$ cat src/rtl/assert_macros.svh
// Assertion helpers. Each macro expects clk and rst_n in scope.
`ifndef ASSERT_MACROS_SVH
`define ASSERT_MACROS_SVH

`ifndef NO_ASSERTIONS

// Condition holds on every clock edge out of reset.
`define ASSERT_ALWAYS(label, cond, msg) \
    label: assert property (@(posedge clk) disable iff (!rst_n) (cond)) else $error(msg);

// Antecedent in this cycle implies consequent in the next cycle.
`define ASSERT_NEXT(label, ante, cons, msg) \
    label: assert property (@(posedge clk) disable iff (!rst_n) (ante) |=> (cons)) \
        else $error(msg);

`else

`define ASSERT_ALWAYS(label, cond, msg)
`define ASSERT_NEXT(label, ante, cons, msg)

`endif

`endif

$ cat src/rtl/rss_pkg.sv
package rss_pkg;

    // Field widths
    localparam int KIND_W       = 3;
    localparam int NOW_W        = 32;
    localparam int SEL_W        = 2;
    localparam int EV_W         = 40;
    localparam int TARGET_W     = 10;
    localparam int ELAPSED_OUT_W = 40;
    localparam int DUR_W        = 32;
    localparam int WORD_W       = 42;
    localparam int COUNT_W      = 3;
    localparam int CFG_IDX_W    = 3;
    localparam int CFG_DATA_W   = 42;
    localparam int NUM_WORDS    = 4;
    localparam int QUOT_W       = 23;
    localparam int PROD_W       = NOW_W + QUOT_W;

    // Parameter defaults
    localparam int MAX_STAGES_DEF   = 4;
    localparam int ELAPSED_BITS_DEF = 40;

    // Arithmetic constants
    localparam logic [TARGET_W-1:0] TARGET_MAX = 10'd1000;
    localparam logic [9:0]          MS_PER_S   = 10'd1000;
    // floor(2^32 / 1000): quotient estimate is exact or one low
    localparam logic [QUOT_W-1:0]   RECIP_MS   = 23'd4294967;

    // Register reset values
    localparam logic                  RST_SEQUENCED      = 1'b1;
    localparam logic [COUNT_W-1:0]    RST_STAGE_COUNT    = 3'd2;
    localparam logic [TARGET_W-1:0]   RST_DEFAULT_TARGET = 10'd900;
    localparam logic [WORD_W-1:0]     RST_WORD_A         = {10'd880, 32'd120};
    localparam logic [WORD_W-1:0]     RST_WORD_B         = {10'd920, 32'd300};
    localparam logic [TARGET_W-1:0]   RST_TARGET         = 10'd900;

    typedef enum logic [KIND_W-1:0] {
        KIND_TICK       = 3'd0,
        KIND_START      = 3'd1,
        KIND_CHECKPOINT = 3'd2,
        KIND_RESTORE    = 3'd3,
        KIND_FREEZE     = 3'd4,
        KIND_ABORT      = 3'd5
    } kind_e;

    typedef enum logic [CFG_IDX_W-1:0] {
        CFG_SEQUENCED   = 3'd0,
        CFG_STAGE_COUNT = 3'd1,
        CFG_DEF_TARGET  = 3'd2,
        CFG_WORD_A      = 3'd3,
        CFG_WORD_B      = 3'd4,
        CFG_WORD_C      = 3'd5,
        CFG_WORD_D      = 3'd6
    } cfg_e;

    typedef enum logic [3:0] {
        OP_NONE,
        OP_TICK_BASE,
        OP_DIV_MUL,
        OP_DIV_FIX,
        OP_ACCUM,
        OP_WALK,
        OP_START,
        OP_CHECKPOINT,
        OP_RESTORE,
        OP_FREEZE,
        OP_ABORT
    } op_e;

    typedef enum logic [1:0] {
        COND_NONE,
        COND_TICK_SKIP,
        COND_NO_WALK,
        COND_WALK_END
    } cond_e;

    typedef enum logic [1:0] {
        EMIT_NONE,
        EMIT_ALWAYS,
        EMIT_ON_FALL
    } emit_e;

    typedef enum logic [3:0] {
        STEP_TICK_BASE,
        STEP_DIV_MUL,
        STEP_DIV_FIX,
        STEP_ACCUM,
        STEP_WALK,
        STEP_START,
        STEP_CHECKPOINT,
        STEP_RESTORE,
        STEP_FREEZE,
        STEP_ABORT,
        STEP_FINAL
    } step_e;

    typedef struct packed {
        op_e   op;
        cond_e cond;
        step_e next;
        step_e jump;
        emit_e emit;
        logic  last;
        logic  done;
    } ucode_t;

    typedef struct packed {
        logic [KIND_W-1:0]       kind;
        logic [NOW_W-1:0]        now_ms;
        logic                    run_active;
        logic [SEL_W-1:0]        stage_select;
        logic signed [EV_W-1:0]  elapsed_value;
        logic                    freeze_flag;
    } item_t;

    // Sequencer to datapath
    typedef struct packed {
        logic en;
        op_e  op;
        logic emit_fire;
        logic last;
    } ctrl_t;

    // Datapath to sequencer
    typedef struct packed {
        logic tick_skip;
        logic no_walk;
        logic walk_end;
    } flags_t;

    typedef struct packed {
        logic [SEL_W-1:0]         stage;
        logic [TARGET_W-1:0]      target;
        logic [ELAPSED_OUT_W-1:0] elapsed;
        logic                     frozen;
    } result_t;

    // Control store
    function automatic ucode_t ucode_rom(input step_e s);
        ucode_t w;
        w = '{op: OP_NONE, cond: COND_NONE, next: STEP_FINAL, jump: STEP_FINAL,
              emit: EMIT_NONE, last: 1'b0, done: 1'b0};
        unique case (s)
            STEP_TICK_BASE:
                w = '{OP_TICK_BASE, COND_TICK_SKIP, STEP_DIV_MUL, STEP_FINAL,
                      EMIT_NONE, 1'b0, 1'b0};
            STEP_DIV_MUL:
                w = '{OP_DIV_MUL, COND_NONE, STEP_DIV_FIX, STEP_DIV_FIX,
                      EMIT_NONE, 1'b0, 1'b0};
            STEP_DIV_FIX:
                w = '{OP_DIV_FIX, COND_NONE, STEP_ACCUM, STEP_ACCUM,
                      EMIT_NONE, 1'b0, 1'b0};
            STEP_ACCUM:
                w = '{OP_ACCUM, COND_NO_WALK, STEP_WALK, STEP_FINAL,
                      EMIT_NONE, 1'b0, 1'b0};
            STEP_WALK:
                w = '{OP_WALK, COND_WALK_END, STEP_WALK, STEP_FINAL,
                      EMIT_ON_FALL, 1'b0, 1'b0};
            STEP_START:
                w = '{OP_START, COND_NONE, STEP_FINAL, STEP_FINAL,
                      EMIT_ALWAYS, 1'b1, 1'b1};
            STEP_CHECKPOINT:
                w = '{OP_CHECKPOINT, COND_NONE, STEP_FINAL, STEP_FINAL,
                      EMIT_ALWAYS, 1'b1, 1'b1};
            STEP_RESTORE:
                w = '{OP_RESTORE, COND_NONE, STEP_FINAL, STEP_FINAL,
                      EMIT_ALWAYS, 1'b1, 1'b1};
            STEP_FREEZE:
                w = '{OP_FREEZE, COND_NONE, STEP_FINAL, STEP_FINAL,
                      EMIT_ALWAYS, 1'b1, 1'b1};
            STEP_ABORT:
                w = '{OP_ABORT, COND_NONE, STEP_FINAL, STEP_FINAL,
                      EMIT_ALWAYS, 1'b1, 1'b1};
            STEP_FINAL:
                w = '{OP_NONE, COND_NONE, STEP_FINAL, STEP_FINAL,
                      EMIT_ALWAYS, 1'b1, 1'b1};
            default:
                w = '{OP_NONE, COND_NONE, STEP_FINAL, STEP_FINAL,
                      EMIT_ALWAYS, 1'b1, 1'b1};
        endcase
        return w;
    endfunction

    // Program entry per item kind; unknown kinds only report status
    function automatic step_e entry_step(input logic [KIND_W-1:0] kind);
        step_e s;
        s = STEP_FINAL;
        unique case (kind)
            KIND_TICK:       s = STEP_TICK_BASE;
            KIND_START:      s = STEP_START;
            KIND_CHECKPOINT: s = STEP_CHECKPOINT;
            KIND_RESTORE:    s = STEP_RESTORE;
            KIND_FREEZE:     s = STEP_FREEZE;
            KIND_ABORT:      s = STEP_ABORT;
            default:         s = STEP_FINAL;
        endcase
        return s;
    endfunction

endpackage

$ cat src/rtl/rss_sequencer.sv
module rss_sequencer (
    input  logic                         clk,
    input  logic                         rst_n,
    input  logic                         in_fire,
    input  logic [rss_pkg::KIND_W-1:0]   in_kind,
    input  rss_pkg::flags_t              flags,
    input  logic                         out_blocked,
    output rss_pkg::ctrl_t               ctrl,
    output logic                         idle
);

    typedef enum logic {
        ST_IDLE,
        ST_RUN
    } state_e;

    state_e               state_reg, state_next;
    rss_pkg::step_e       step_reg, step_next;
    rss_pkg::ucode_t      uword;
    logic                 taken;
    logic                 stall;
    logic                 en;

    // Fetch the control word for the current step
    assign uword = rss_pkg::ucode_rom(step_reg);

    // Evaluate the jump condition
    always_comb
    begin
        unique case (uword.cond)
            rss_pkg::COND_NONE:      taken = 1'b0;
            rss_pkg::COND_TICK_SKIP: taken = flags.tick_skip;
            rss_pkg::COND_NO_WALK:   taken = flags.no_walk;
            rss_pkg::COND_WALK_END:  taken = flags.walk_end;
            default:                 taken = 1'b0;
        endcase
    end

    // Hold the step while a result would overwrite an unread one
    assign stall = (uword.emit != rss_pkg::EMIT_NONE) && out_blocked;
    assign en    = (state_reg == ST_RUN) && !stall;

    always_comb
    begin
        ctrl.en        = en;
        ctrl.op        = uword.op;
        ctrl.last      = uword.last;
        ctrl.emit_fire = en && ((uword.emit == rss_pkg::EMIT_ALWAYS) ||
                                ((uword.emit == rss_pkg::EMIT_ON_FALL) && !taken));
    end

    // Advance the step counter
    always_comb
    begin
        state_next = state_reg;
        step_next  = step_reg;
        unique case (state_reg)
            ST_IDLE:
            begin
                if (in_fire)
                begin
                    state_next = ST_RUN;
                    step_next  = rss_pkg::entry_step(in_kind);
                end
            end
            ST_RUN:
            begin
                if (en)
                begin
                    if (uword.done)
                        state_next = ST_IDLE;
                    else
                        step_next = taken ? uword.jump : uword.next;
                end
            end
            default:
                state_next = ST_IDLE;
        endcase
    end

    always_ff @(posedge clk or negedge rst_n)
    begin
        if (!rst_n)
        begin
            state_reg <= ST_IDLE;
            step_reg  <= rss_pkg::STEP_FINAL;
        end
        else
        begin
            state_reg <= state_next;
            step_reg  <= step_next;
        end
    end

    assign idle = (state_reg == ST_IDLE);

endmodule

$ cat src/rtl/rss_datapath.sv
module rss_datapath #(
    parameter int MAX_STAGES   = rss_pkg::MAX_STAGES_DEF,
    parameter int ELAPSED_BITS = rss_pkg::ELAPSED_BITS_DEF
) (
    input  logic                            clk,
    input  logic                            rst_n,
    input  logic                            cfg_we,
    input  logic [rss_pkg::CFG_IDX_W-1:0]   cfg_index,
    input  logic [rss_pkg::CFG_DATA_W-1:0]  cfg_data,
    input  logic                            in_fire,
    input  rss_pkg::item_t                  in_item,
    input  rss_pkg::ctrl_t                  ctrl,
    output rss_pkg::flags_t                 flags,
    output rss_pkg::result_t                result
);

    localparam logic [63:0] ELAPSED_MAX64 = (64'd1 << ELAPSED_BITS) - 64'd1;
    localparam logic [ELAPSED_BITS-1:0] ELAPSED_MAX = ELAPSED_MAX64[ELAPSED_BITS-1:0];
    localparam logic [rss_pkg::COUNT_W-1:0] MAX_N = rss_pkg::COUNT_W'(MAX_STAGES);

    // Configuration
    logic                                 sequenced_reg;
    logic [rss_pkg::COUNT_W-1:0]          stage_count_reg;
    logic [rss_pkg::TARGET_W-1:0]         default_target_reg;
    logic [rss_pkg::WORD_W-1:0]           word_reg [rss_pkg::NUM_WORDS];

    // Item held for the run of its program
    rss_pkg::item_t                       item_reg;

    // Timer state
    logic [ELAPSED_BITS-1:0]              elapsed_reg, elapsed_next;
    logic [rss_pkg::SEL_W-1:0]            stage_reg, stage_next;
    logic [rss_pkg::TARGET_W-1:0]         target_reg, target_next;
    logic                                 frozen_reg, frozen_next;
    logic [rss_pkg::NOW_W-1:0]            base_reg, base_next;

    // Divider scratch
    logic [rss_pkg::NOW_W-1:0]            dt_reg, dt_next;
    logic [rss_pkg::QUOT_W-1:0]           q0_reg, q0_next;
    logic [rss_pkg::QUOT_W-1:0]           q_reg, q_next;

    logic [rss_pkg::COUNT_W-1:0]          n_use;
    logic [rss_pkg::DUR_W-1:0]            dur;
    logic [ELAPSED_BITS-1:0]              dur_ext;
    logic [rss_pkg::COUNT_W-1:0]          stage_inc;
    logic [rss_pkg::PROD_W-1:0]           prod;
    logic [rss_pkg::NOW_W:0]              rem;
    logic [ELAPSED_BITS:0]                sum;
    logic [ELAPSED_BITS-1:0]              ev_clamped;
    logic [63:0]                          ev_ext;
    logic [63:0]                          elapsed_out64;

    function automatic logic [rss_pkg::TARGET_W-1:0] clamp_target(
        input logic [rss_pkg::TARGET_W-1:0] t
    );
        return (t > rss_pkg::TARGET_MAX) ? rss_pkg::TARGET_MAX : t;
    endfunction

    // Clamp a stage index to those in use and look up its target
    function automatic logic [rss_pkg::SEL_W+rss_pkg::TARGET_W-1:0] apply_stage(
        input logic [rss_pkg::COUNT_W-1:0]  idx,
        input logic [rss_pkg::COUNT_W-1:0]  n,
        input logic                         seq,
        input logic [rss_pkg::TARGET_W-1:0] dflt,
        input logic [rss_pkg::WORD_W-1:0]   w0,
        input logic [rss_pkg::WORD_W-1:0]   w1,
        input logic [rss_pkg::WORD_W-1:0]   w2,
        input logic [rss_pkg::WORD_W-1:0]   w3
    );
        logic [rss_pkg::COUNT_W-1:0]  k;
        logic [rss_pkg::SEL_W-1:0]    s;
        logic [rss_pkg::WORD_W-1:0]   w;
        logic [rss_pkg::TARGET_W-1:0] t;
        k = (idx >= n) ? (n - 3'd1) : idx;
        s = k[rss_pkg::SEL_W-1:0];
        unique case (s)
            2'd0:    w = w0;
            2'd1:    w = w1;
            2'd2:    w = w2;
            default: w = w3;
        endcase
        t = seq ? clamp_target(w[rss_pkg::WORD_W-1:rss_pkg::DUR_W]) : clamp_target(dflt);
        return {s, t};
    endfunction

    // Stages in use
    always_comb
    begin
        priority if (!sequenced_reg)
            n_use = 3'd1;
        else if (stage_count_reg == 3'd0)
            n_use = 3'd1;
        else if (stage_count_reg > MAX_N)
            n_use = MAX_N;
        else
            n_use = stage_count_reg;
    end

    assign dur       = word_reg[stage_reg][rss_pkg::DUR_W-1:0];
    assign dur_ext   = ELAPSED_BITS'(dur);
    assign stage_inc = rss_pkg::COUNT_W'(stage_reg) + 3'd1;

    // Status flags for the jump logic
    always_comb
    begin
        flags.tick_skip = !item_reg.run_active || frozen_reg || (base_reg == '0);
        flags.no_walk   = (q_reg == '0) || !sequenced_reg;
        flags.walk_end  = (elapsed_reg < dur_ext) || (stage_inc >= n_use);
    end

    // Seconds from milliseconds: reciprocal estimate, then one correction
    assign prod = rss_pkg::PROD_W'(dt_reg) * rss_pkg::PROD_W'(rss_pkg::RECIP_MS);
    assign rem  = (rss_pkg::NOW_W+1)'(dt_reg)
                - (rss_pkg::NOW_W+1)'(q0_reg) * (rss_pkg::NOW_W+1)'(rss_pkg::MS_PER_S);
    assign sum  = {1'b0, elapsed_reg} + (ELAPSED_BITS+1)'(q_reg);

    // Checkpoint and restore value: negative reads as zero
    assign ev_ext = {25'd0, item_reg.elapsed_value[rss_pkg::EV_W-2:0]};
    always_comb
    begin
        priority if (item_reg.elapsed_value[rss_pkg::EV_W-1])
            ev_clamped = '0;
        else if (ev_ext > ELAPSED_MAX64)
            ev_clamped = ELAPSED_MAX;
        else
            ev_clamped = ev_ext[ELAPSED_BITS-1:0];
    end

    // Execute the current micro-operation
    always_comb
    begin
        elapsed_next = elapsed_reg;
        stage_next   = stage_reg;
        target_next  = target_reg;
        frozen_next  = frozen_reg;
        base_next    = base_reg;
        dt_next      = dt_reg;
        q0_next      = q0_reg;
        q_next       = q_reg;
        if (ctrl.en)
        begin
            unique case (ctrl.op)
                rss_pkg::OP_NONE:
                begin
                end
                rss_pkg::OP_TICK_BASE:
                begin
                    // Latch on the first counted tick, else measure and rebase
                    if (item_reg.run_active && !frozen_reg)
                    begin
                        dt_next   = item_reg.now_ms - base_reg;
                        base_next = item_reg.now_ms;
                    end
                end
                rss_pkg::OP_DIV_MUL:
                    q0_next = prod[rss_pkg::PROD_W-1:rss_pkg::NOW_W];
                rss_pkg::OP_DIV_FIX:
                    q_next = (rem >= (rss_pkg::NOW_W+1)'(rss_pkg::MS_PER_S))
                           ? q0_reg + 23'd1 : q0_reg;
                rss_pkg::OP_ACCUM:
                begin
                    if (q_reg != '0)
                        elapsed_next = sum[ELAPSED_BITS] ? ELAPSED_MAX
                                                         : sum[ELAPSED_BITS-1:0];
                end
                rss_pkg::OP_WALK:
                begin
                    if (!flags.walk_end)
                    begin
                        elapsed_next = elapsed_reg - dur_ext;
                        {stage_next, target_next} = apply_stage(stage_inc, n_use,
                            sequenced_reg, default_target_reg,
                            word_reg[0], word_reg[1], word_reg[2], word_reg[3]);
                    end
                    else if (elapsed_reg >= dur_ext)
                    begin
                        // Clamp at the last stage
                        elapsed_next = dur_ext;
                    end
                end
                rss_pkg::OP_START:
                begin
                    elapsed_next = '0;
                    frozen_next  = 1'b0;
                    base_next    = item_reg.now_ms;
                    {stage_next, target_next} = apply_stage(3'd0, n_use,
                        sequenced_reg, default_target_reg,
                        word_reg[0], word_reg[1], word_reg[2], word_reg[3]);
                end
                rss_pkg::OP_CHECKPOINT:
                begin
                    elapsed_next = ev_clamped;
                    base_next    = item_reg.now_ms;
                    {stage_next, target_next} = apply_stage(
                        rss_pkg::COUNT_W'(item_reg.stage_select), n_use,
                        sequenced_reg, default_target_reg,
                        word_reg[0], word_reg[1], word_reg[2], word_reg[3]);
                end
                rss_pkg::OP_RESTORE:
                    elapsed_next = ev_clamped;
                rss_pkg::OP_FREEZE:
                begin
                    frozen_next = item_reg.freeze_flag;
                    if (!item_reg.freeze_flag)
                        base_next = item_reg.now_ms;
                end
                rss_pkg::OP_ABORT:
                begin
                    frozen_next = 1'b0;
                    base_next   = '0;
                end
                default:
                begin
                end
            endcase
        end
    end

    // Result carries the state as it stands after this step
    assign elapsed_out64 = 64'(elapsed_next);
    always_comb
    begin
        result.stage   = stage_next;
        result.target  = target_next;
        result.elapsed = elapsed_out64[rss_pkg::ELAPSED_OUT_W-1:0];
        result.frozen  = frozen_next;
    end

    // Hold configuration and timer state
    always_ff @(posedge clk or negedge rst_n)
    begin
        if (!rst_n)
        begin
            sequenced_reg      <= rss_pkg::RST_SEQUENCED;
            stage_count_reg    <= rss_pkg::RST_STAGE_COUNT;
            default_target_reg <= rss_pkg::RST_DEFAULT_TARGET;
            word_reg[0]        <= rss_pkg::RST_WORD_A;
            word_reg[1]        <= rss_pkg::RST_WORD_B;
            word_reg[2]        <= '0;
            word_reg[3]        <= '0;
            elapsed_reg        <= '0;
            stage_reg          <= '0;
            target_reg         <= rss_pkg::RST_TARGET;
            frozen_reg         <= 1'b0;
            base_reg           <= '0;
        end
        else
        begin
            if (cfg_we)
            begin
                unique case (cfg_index)
                    rss_pkg::CFG_SEQUENCED:
                        sequenced_reg <= cfg_data[0];
                    rss_pkg::CFG_STAGE_COUNT:
                        stage_count_reg <= cfg_data[rss_pkg::COUNT_W-1:0];
                    rss_pkg::CFG_DEF_TARGET:
                        default_target_reg <= cfg_data[rss_pkg::TARGET_W-1:0];
                    rss_pkg::CFG_WORD_A:
                        word_reg[0] <= cfg_data;
                    rss_pkg::CFG_WORD_B:
                        word_reg[1] <= cfg_data;
                    rss_pkg::CFG_WORD_C:
                        word_reg[2] <= cfg_data;
                    rss_pkg::CFG_WORD_D:
                        word_reg[3] <= cfg_data;
                    default:
                    begin
                    end
                endcase
            end
            elapsed_reg <= elapsed_next;
            stage_reg   <= stage_next;
            target_reg  <= target_next;
            frozen_reg  <= frozen_next;
            base_reg    <= base_next;
        end
    end

    // Payload registers without reset
    always_ff @(posedge clk)
    begin
        if (in_fire)
            item_reg <= in_item;
        dt_reg <= dt_next;
        q0_reg <= q0_next;
        q_reg  <= q_next;
    end

endmodule

$ cat src/rtl/recipe_stage_sequencer.sv
// Channel  | Direction | Handshake          | Payload
// input    | in        | in_valid/in_ready  | kind, now_ms, run_active, stage_select,
//          |           |                    | elapsed_value, freeze_flag
// result   | out       | out_valid/out_ready| stage_now, target_now, elapsed_now,
//          |           |                    | advanced, frozen_now, last
// config   | in        | cfg_we             | cfg_index, cfg_data
//
// Items run one at a time through the micro-program, one step per cycle; in_ready
// returns the cycle after the final step. Edit kinds and unknown kinds take 1 step,
// a tick that is ignored or only latches the time 2, a counted tick 5 when no whole
// second passed or in free mode, else 6 plus one per stage advance (at most 3).
// A step that may emit waits while the result register holds an unread item.
// Reset (rst_n, asynchronous) restores config, control and timer state at once.
`include "assert_macros.svh"

module recipe_stage_sequencer #(
    parameter int MAX_STAGES   = rss_pkg::MAX_STAGES_DEF,
    parameter int ELAPSED_BITS = rss_pkg::ELAPSED_BITS_DEF
) (
    input  logic                                clk,
    input  logic                                rst_n,
    // Configuration
    input  logic                                cfg_we,
    input  logic [rss_pkg::CFG_IDX_W-1:0]       cfg_index,
    input  logic [rss_pkg::CFG_DATA_W-1:0]      cfg_data,
    // Input items
    input  logic                                in_valid,
    output logic                                in_ready,
    input  logic [rss_pkg::KIND_W-1:0]          kind,
    input  logic [rss_pkg::NOW_W-1:0]           now_ms,
    input  logic                                run_active,
    input  logic [rss_pkg::SEL_W-1:0]           stage_select,
    input  logic signed [rss_pkg::EV_W-1:0]     elapsed_value,
    input  logic                                freeze_flag,
    // Result items
    output logic                                out_valid,
    input  logic                                out_ready,
    output logic [rss_pkg::SEL_W-1:0]           stage_now,
    output logic [rss_pkg::TARGET_W-1:0]        target_now,
    output logic [rss_pkg::ELAPSED_OUT_W-1:0]   elapsed_now,
    output logic                                advanced,
    output logic                                frozen_now,
    output logic                                last
);

    rss_pkg::item_t                      in_item;
    rss_pkg::ctrl_t                      ctrl;
    rss_pkg::flags_t                     flags;
    rss_pkg::result_t                    result;
    logic                                in_fire;
    logic                                idle;
    logic                                out_blocked;

    logic                                out_valid_reg;
    logic [rss_pkg::SEL_W-1:0]           stage_out_reg;
    logic [rss_pkg::TARGET_W-1:0]        target_out_reg;
    logic [rss_pkg::ELAPSED_OUT_W-1:0]   elapsed_out_reg;
    logic                                adv_out_reg;
    logic                                frozen_out_reg;
    logic                                last_out_reg;

    assign in_ready    = idle;
    assign in_fire     = in_valid && in_ready;
    assign out_blocked = out_valid_reg && !out_ready;

    always_comb
    begin
        in_item.kind          = kind;
        in_item.now_ms        = now_ms;
        in_item.run_active    = run_active;
        in_item.stage_select  = stage_select;
        in_item.elapsed_value = elapsed_value;
        in_item.freeze_flag   = freeze_flag;
    end

    rss_sequencer u_seq (
        .clk         (clk),
        .rst_n       (rst_n),
        .in_fire     (in_fire),
        .in_kind     (kind),
        .flags       (flags),
        .out_blocked (out_blocked),
        .ctrl        (ctrl),
        .idle        (idle)
    );

    rss_datapath #(
        .MAX_STAGES   (MAX_STAGES),
        .ELAPSED_BITS (ELAPSED_BITS)
    ) u_dp (
        .clk       (clk),
        .rst_n     (rst_n),
        .cfg_we    (cfg_we),
        .cfg_index (cfg_index),
        .cfg_data  (cfg_data),
        .in_fire   (in_fire),
        .in_item   (in_item),
        .ctrl      (ctrl),
        .flags     (flags),
        .result    (result)
    );

    // Output register: load on emit, drop when taken
    always_ff @(posedge clk or negedge rst_n)
    begin
        if (!rst_n)
            out_valid_reg <= 1'b0;
        else if (ctrl.emit_fire)
            out_valid_reg <= 1'b1;
        else if (out_ready)
            out_valid_reg <= 1'b0;
    end

    always_ff @(posedge clk)
    begin
        if (ctrl.emit_fire)
        begin
            stage_out_reg   <= result.stage;
            target_out_reg  <= result.target;
            elapsed_out_reg <= result.elapsed;
            adv_out_reg     <= !ctrl.last;
            frozen_out_reg  <= result.frozen;
            last_out_reg    <= ctrl.last;
        end
    end

    assign out_valid   = out_valid_reg;
    assign stage_now   = stage_out_reg;
    assign target_now  = target_out_reg;
    assign elapsed_now = elapsed_out_reg;
    assign advanced    = adv_out_reg;
    assign frozen_now  = frozen_out_reg;
    assign last        = last_out_reg;

    // Checks
    `ASSERT_ALWAYS(a_no_overwrite, !(ctrl.emit_fire && out_blocked), "result overwritten before taken")
    `ASSERT_ALWAYS(a_no_emit_idle, !(idle && ctrl.emit_fire), "result emitted while idle")
    `ASSERT_NEXT(a_busy_after_accept, in_fire, !in_ready, "sequencer idle after accept")
    `ASSERT_NEXT(a_idle_after_last, ctrl.emit_fire && ctrl.last, in_ready, "not idle after final result")

endmodule
$ cat config.mk
export PLATFORM = sky130hd
export DESIGN_NAME = recipe_stage_sequencer
export DESIGN_NICKNAME = d
export VERILOG_FILES = /design/src/rtl/rss_pkg.sv /design/src/rtl/rss_sequencer.sv /design/src/rtl/rss_datapath.sv /design/src/rtl/recipe_stage_sequencer.sv
export VERILOG_INCLUDE_DIRS = /design/src /design/src/rtl
export SDC_FILE = /design/constraint.sdc
export NUM_CORES = 2
export LEC_CHECK = 0
export ABC_AREA = 1
export BUFFER_PORTS_ARGS = -buffer_cell sky130_fd_sc_hd__clkbuf_2
export CORE_MARGIN = 4
export CORE_UTILIZATION = 30
export DETAILED_ROUTE_END_ITERATION = 6
export SYNTH_ARGS = -nofsm -noshare
export SYNTH_HDL_FRONTEND = slang
export SYNTH_SLANG_ARGS = --single-unit
$ cat constraint.sdc
create_clock -name clk -period 6 [get_ports clk]
set_clock_uncertainty 0.1 [all_clocks]
set_input_delay 0.9 -clock clk [delete_from_list [all_inputs] [get_ports clk]]
set_output_delay 0.9 -clock clk [all_outputs]
set_load 0.01 [all_outputs]
[Word-level counts from Yosys, hierarchy flattened]
Memory sizes are Yosys's and may differ from the RTL's.
Index checks and enable logic that the tools add are counted.
Widths: inputs -> output; s select.
Cells by class
  $add $sub $neg: 7
  multipliers: 2
  magnitude comparators: 13
  eq/ne operators: 37
  muxes and demuxes: 59
  bitwise logic cells: 2
  reduce and logical (&&, ||, !) cells: 47
Operator list (number)
  $pmux 42 s3: 3
  $mux 42: 7
  $mux 40: 7
  $pmux 40 s4: 1
  $mux 32: 4
  $pmux 32 s4: 1
  $mux 10: 9
  $bmux 42 s2: 1
  $mul 32x23->55 const B: 1
  $add 40x23->41: 1
  $ge 40x32->1: 1
  $gt 10x10->1 const B: 4
  $gt 39x40->1 const B: 1
  $lt 40x32->1: 1
  $sub 40x32->40: 1
  $ge 33x10->1 const B: 1
  $sub 32x33->33: 1
  $logic_not 32->1: 1
  $sub 32x32->32: 1
  $mul 23x7->30 const B: 1
  $pmux 10 s3: 1
  $pmux 4 s6: 1
  $add 23x1->23 const B: 1
  $logic_not 23->1: 1
  other kinds (41): 115
Storage, ports and cells
  bits in registers: 482
  memory bits (read-only): 256
  input port bits: 129
  output and inout port bits: 57
  word-level logic and storage cells: 197
  memories kept: 1
Memory list
  (name not given): words 16, bits a word 16, rd ports 1, clocked after memory_dff 0, write ports 0, RTL line rss_pkg.sv:143  | unique case (s)

[Longest topological paths before layout]
  depth in word-level cells: 17
  depth in mapped cells: 33
  gate-level depth less buffers: 32

[Cells and area by module]
Synthesis repeated with hierarchy kept, for this count alone.
Second synthesis, totals
  cell total of the unflattened synthesis: 5669
  area total of the unflattened synthesis: 45861.5 sq um
Modules (own cells, without submodules)
  rss_datapath: instances 1, cells an instance 5510, area each 43446.7 sq um, seq. area each 11340.9 sq um
  recipe_stage_sequencer: instances 1, cells an instance 64, area each 1709.1 sq um, seq. area each 1676.6 sq um
  rss_sequencer: instances 1, cells an instance 95, area each 705.7 sq um, seq. area each 127.6 sq um

[Worst setup path before layout]
OpenSTA, ideal clock, no wires.
  path kind: register to register
  from: reg u_dp.q0_reg[3] (netlist bit)
  to: reg u_dp.q_reg[19] (netlist bit) (data pin)
  library setup time: 254 ps
  arrival: 5894 ps
  required time: 5646 ps
  setup slack: -248 ps
  stages on the path, launching flop included: 30
  buffers on the path: 1
  clock period less this slack: 6248 ps
  cells stage by stage: edfxtp_1 -> inv_1 -> fa_1 -> fa_1 -> fa_1 -> fa_1 -> inv_1 -> ha_1 -> a21o_1 -> a31oi_1 -> o21ai_0 -> a21oi_1 -> o311ai_0 -> xnor2_1 -> ha_1 -> a21oi_1 -> inv_1 -> a21oi_1 -> a21oi_1 -> nor3_1 -> o21ai_0 -> nand2_1 -> nand2_1 -> nor2_1 -> nand3b_1 -> nor2_4 -> nand3_4 -> buf_6 -> nand2_1 -> nand2_1
On the way
  word-level cells in the longest chain between the ends: 4
  elaborated cells on any way between the ends: 5
  classes of those cells: add/sub: 2; mul: 1; order compare: 1; mux: 1
RTL lines
  from (decl): RTL line rss_datapath.sv:39  | logic [rss_pkg::QUOT_W-1:0] q0_reg, q0_next;
  from (signal assigned): RTL line rss_datapath.sv:285  | q0_reg <= q0_next;
  $mul 23x7->30: RTL line rss_datapath.sv:114  | - (rss_pkg::NOW_W+1)'(q0_reg) * (rss_pkg::NOW_W+1)'(rss_pkg::MS_PER_S);
  $sub 32x33->33: RTL line rss_datapath.sv:114
  $ge 33x10->1: RTL line rss_datapath.sv:158  | q_next = (rem >= (rss_pkg::NOW_W+1)'(rss_pkg::MS_PER_S))
  $mux 23 (*): RTL line rss_datapath.sv:159  | ? q0_reg + 23'd1 : q0_reg;
  to (signal assigned): RTL line rss_datapath.sv:286  | q_reg <= q_next;
  to (decl): RTL line rss_datapath.sv:40  | logic [rss_pkg::QUOT_W-1:0] q_reg, q_next;
Every way passes the cells marked *; elsewhere a longest branch is shown, timed or not.
A chain may end at the register's enable or synchronous reset.

[Worst setup path in the final report]
  from: reg u_dp.q0_reg[9] (netlist bit)
  to: reg u_dp.q_reg[8] (netlist bit) (data pin)
On the way
  word-level cells in the longest chain between the ends: 4
RTL lines (RTL line)
  $mul 23x7->30: rss_datapath.sv:114
  $sub 32x33->33: rss_datapath.sv:114
  $ge 33x10->1: rss_datapath.sv:158
  $mux 23: rss_datapath.sv:159
No other way between the ends.

==> summary.txt <==
STA
  • Fin crit period: 6370 ps
  • Worst setup margin: -374 ps
  • Slew Viols, Final: 0
  • Fin crit share: 106%
  • Worst-Margin Slew: 1100 ps
  • Rel. slew slack: 27.0%
  • RSZ-0062 raised after global routing: yes
  • Fin Setup TNS: -7870 ps
  • Final setup violation count: 24
  • Final Hold Vio Count: 0
  • Fmax: 157 MHz

Clock network
  • Worst-Skew Late Latency: 680 ps
  • Root Buffer: clkbuf_16
  • TritonCTS clock tree: done
  • Clk sink count: 482
  • H-tree depth: 2
  • CTS buffer count: 52
  • CTS max path bufs: 3
  • Clock transition at path regs: about 80 ps
  • Hold_buf cts: 0

Critical path
  • Critical path class: flip-flop to flip-flop
  • CP Max Fanout: 6
  • Critical Path End Type: flip-flop
  • Crit start category: flip-flop
  • Worst path most repeated cell: nand2_1
  • Worst EP required: 6320 ps
  • Crit-path slowest cell: fa_1
  • Arr. time, crit path: about 6700 ps
  • Reg2reg setup slack: -370 ps
  • Worst path max stage delay: 550 ps

Placed design
  • GP Congestion: 0.951
  • Post-detail-place hpwl: 116,000 um
  • IO buf count: 185

Yosys
  • Cells after Synth: 5,535
  • Register area share after synthesis: between 20% and 30%
  • Synth Net Count: 6,471
  • Synth warnings: 0
  • Synth Flop Type: dfrtp_1
  • Post-synth EDFFs: 209
  • Post-Syn Area: 45,200 um2
  • Fraction of registers with async set/reset: 56.6%
  • Syn avg cell area: 8.17 um2
  • Count of different cell masters after synthesis: 69
  • Synth Register Bits: 482

Routing
  • Post-route ant nets: 0
  • Routed wl met2: approximately 65,000 um
  • Wire length on met1: 67,300 um
  • DRC Markers: 0
  • Final WL: 144,000 um
  • First DRT Iteration DRCs: 3,058
  • Initial DRT Pass Iterations: 5
  • Via count: 39,800
  • Wire length on met3: 8550 um
  • Vias per cell: 4.86
  • Routed length per instance: between 15 and 20 um
  • Top Layer Used: met4

Outcome
  • Status: finished, violations left
  • Failing checks: setup timing

Layout
  • Final net count: 7,070
  • Area Growth Syn to Fin: 23.0%
  • Commonest non-fill, non-tap cell in the layout: inv_1
  • Number of flip-flops in the largest register: approximately 170
  • Most frequent cells in the layout: 995 x inv_1, 932 x nand2_1, 453 x buf_4, 449 x ha_1, 423 x o21ai_0
  • Share of cells above drive strength 1: 18.9%

Floorplanning
  • Die height: approximately 400 um
  • I/O pin count: 186
  • Area of the die: 157,000 um2
  • Die span in x: 396 um
  • Row cnt: 142
  • Core area: 150,000 um2
  • Starting density of the core: 30.2%

Global routing
  • Initial antenna violation count: 4
  • Pin count of the biggest net entering global routing: 120
  • Overflow after GRT: 0
  • Vias in the first global route: 39,000
  • First-pass GRT wire length: ~220,000 um
  • All-Layer GR Usage: around 18%

Hold path
  • Hold Path Class: primary input to asynchronous set/reset pin

Job
  • Max cap viols: 0
==> worst paths after layout <==
check                                            endpoint                    startpoint  cells after the start
min in group clk                u_dp.ev_ext[36]$_DFFE_PP_             elapsed_value[36]                      1
setup reg to reg                  u_dp.q_reg[8]$_DFFE_PP_      u_dp.q0_reg[9]$_DFFE_PP_                     31
hold / removal             u_dp.elapsed_reg[32]$_DFF_PN0_                         rst_n                      1
max in group asynchronous    u_dp.target_reg[3]$_DFF_PN0_                         rst_n                      2
hold reg to reg              u_dp.target_reg[2]$_DFF_PN1_  u_dp.target_reg[2]$_DFF_PN1_                      2
setup / recovery                  u_dp.q_reg[8]$_DFFE_PP_      u_dp.q0_reg[9]$_DFFE_PP_                     31
==> per-layer routing <==
metal | global-route usage (%) | vias up
met5 | 0 | -
met3 | 1.93 | 167
met1 | 26.1 | 19300
li1 | - | 19300
met2 | 28.9 | 1117
met4 | 3.59 | 0
==> Yosys cell counts, types with 8 or more instances <==
cell type,n,area share [%]
inv_2,12,0.10
nor3_1,51,0.56
nand2_1,979,8.1
o21ai_0,459,5.1
a221oi_1,8,0.15
inv_1,1040,8.6
o211ai_1,43,0.71
o21a_1,16,0.27
nor2_2,8,0.11
nor4_1,26,0.36
ha_1,505,14
fa_1,302,13
clkbuf_1,80,0.66
xnor2_1,51,0.99
a21oi_1,303,3.4
buf_2,29,0.32
dfstp_2,30,1.7
nand4_1,69,0.95
o21ai_1,55,0.61
dfrtp_1,243,13
o21bai_1,24,0.40
a31oi_1,43,0.59
nor2_1,423,3.5
a21boi_0,16,0.27
buf_6,8,0.20
o22ai_1,31,0.43
a21o_1,25,0.41
nand3b_1,13,0.22
xor2_1,116,2.2
edfxtp_1,209,14
nand3_1,213,2.4
==> cells by family after synthesis <==
| logic type | count (synthesis) | share of synthesized area [%] |
|---|---|---|
| buffers and inverters | 1182 | 10.1 |
| adders and majority gates | 807 | 27.3 |
| AOI/OAI and AO/OA | 1073 | 13.3 |
| and+or+nand+nor | 1824 | 17.0 |
| DFF | 482 | 29.1 |
| xor gates and xnor gates | 167 | 3.23 |
==> per-stage QoR <==
| stage | utilization [%] | hold WS (ps) | instance area [um2] | worst slack, ps | cells |
|---|---|---|---|---|---|
| floorplan | - | 341 | 45400 | -3.88 | 5535 |
| global placement | 34.4 | 360 | 51500 | -550 | 8032 |
| detailed placement | 34.4 | 368 | 51500 | -607 | 8032 |
| CTS | 36.0 | 240 | 54000 | -363 | 8150 |
| global route | 37.1 | 286 | 55600 | -673 | 8193 |
| finish | 37.1 | 228 | 55600 | -374 | 8195 |
==> what timing repair did <==
| item | CTS | global route |
|---|---|---|
| pin swaps | 58 | 183 |
| buffers inserted | 18 | 50 |
| resized for setup | 79 | 294 |
| setup endpoints to repair | 34 | 46 |
| cloned | 3 | 0 |
==> critical path, delay by kind of cell (launching register included) <==
family	cells	cell delay [ps]
AO/OA/AOI/OAI	5	780
XOR/XNOR	2	330
adder cells (fa/ha/maj)	6	2400
AND/OR/NAND/NOR	12	1400
buffers and inverters	6	730
flip-flops	1	420
==> layout make-up <==
type | instances | area, um2
diodes | 2 | 5.00
clock inverters | 34 | 515
clock buffers | 63 | 1350
well taps | 2016 | 2520
repair buffers | 671 | 4800
fillers | 15300 | 94100
inverters | 1053 | 3960
multi-input cells | 3874 | 29300
flip-flops and latches | 482 | 13100
Power is not shown: default switching activity piles up to over one toggle a cycle in this logic, so the estimate is an artifact.
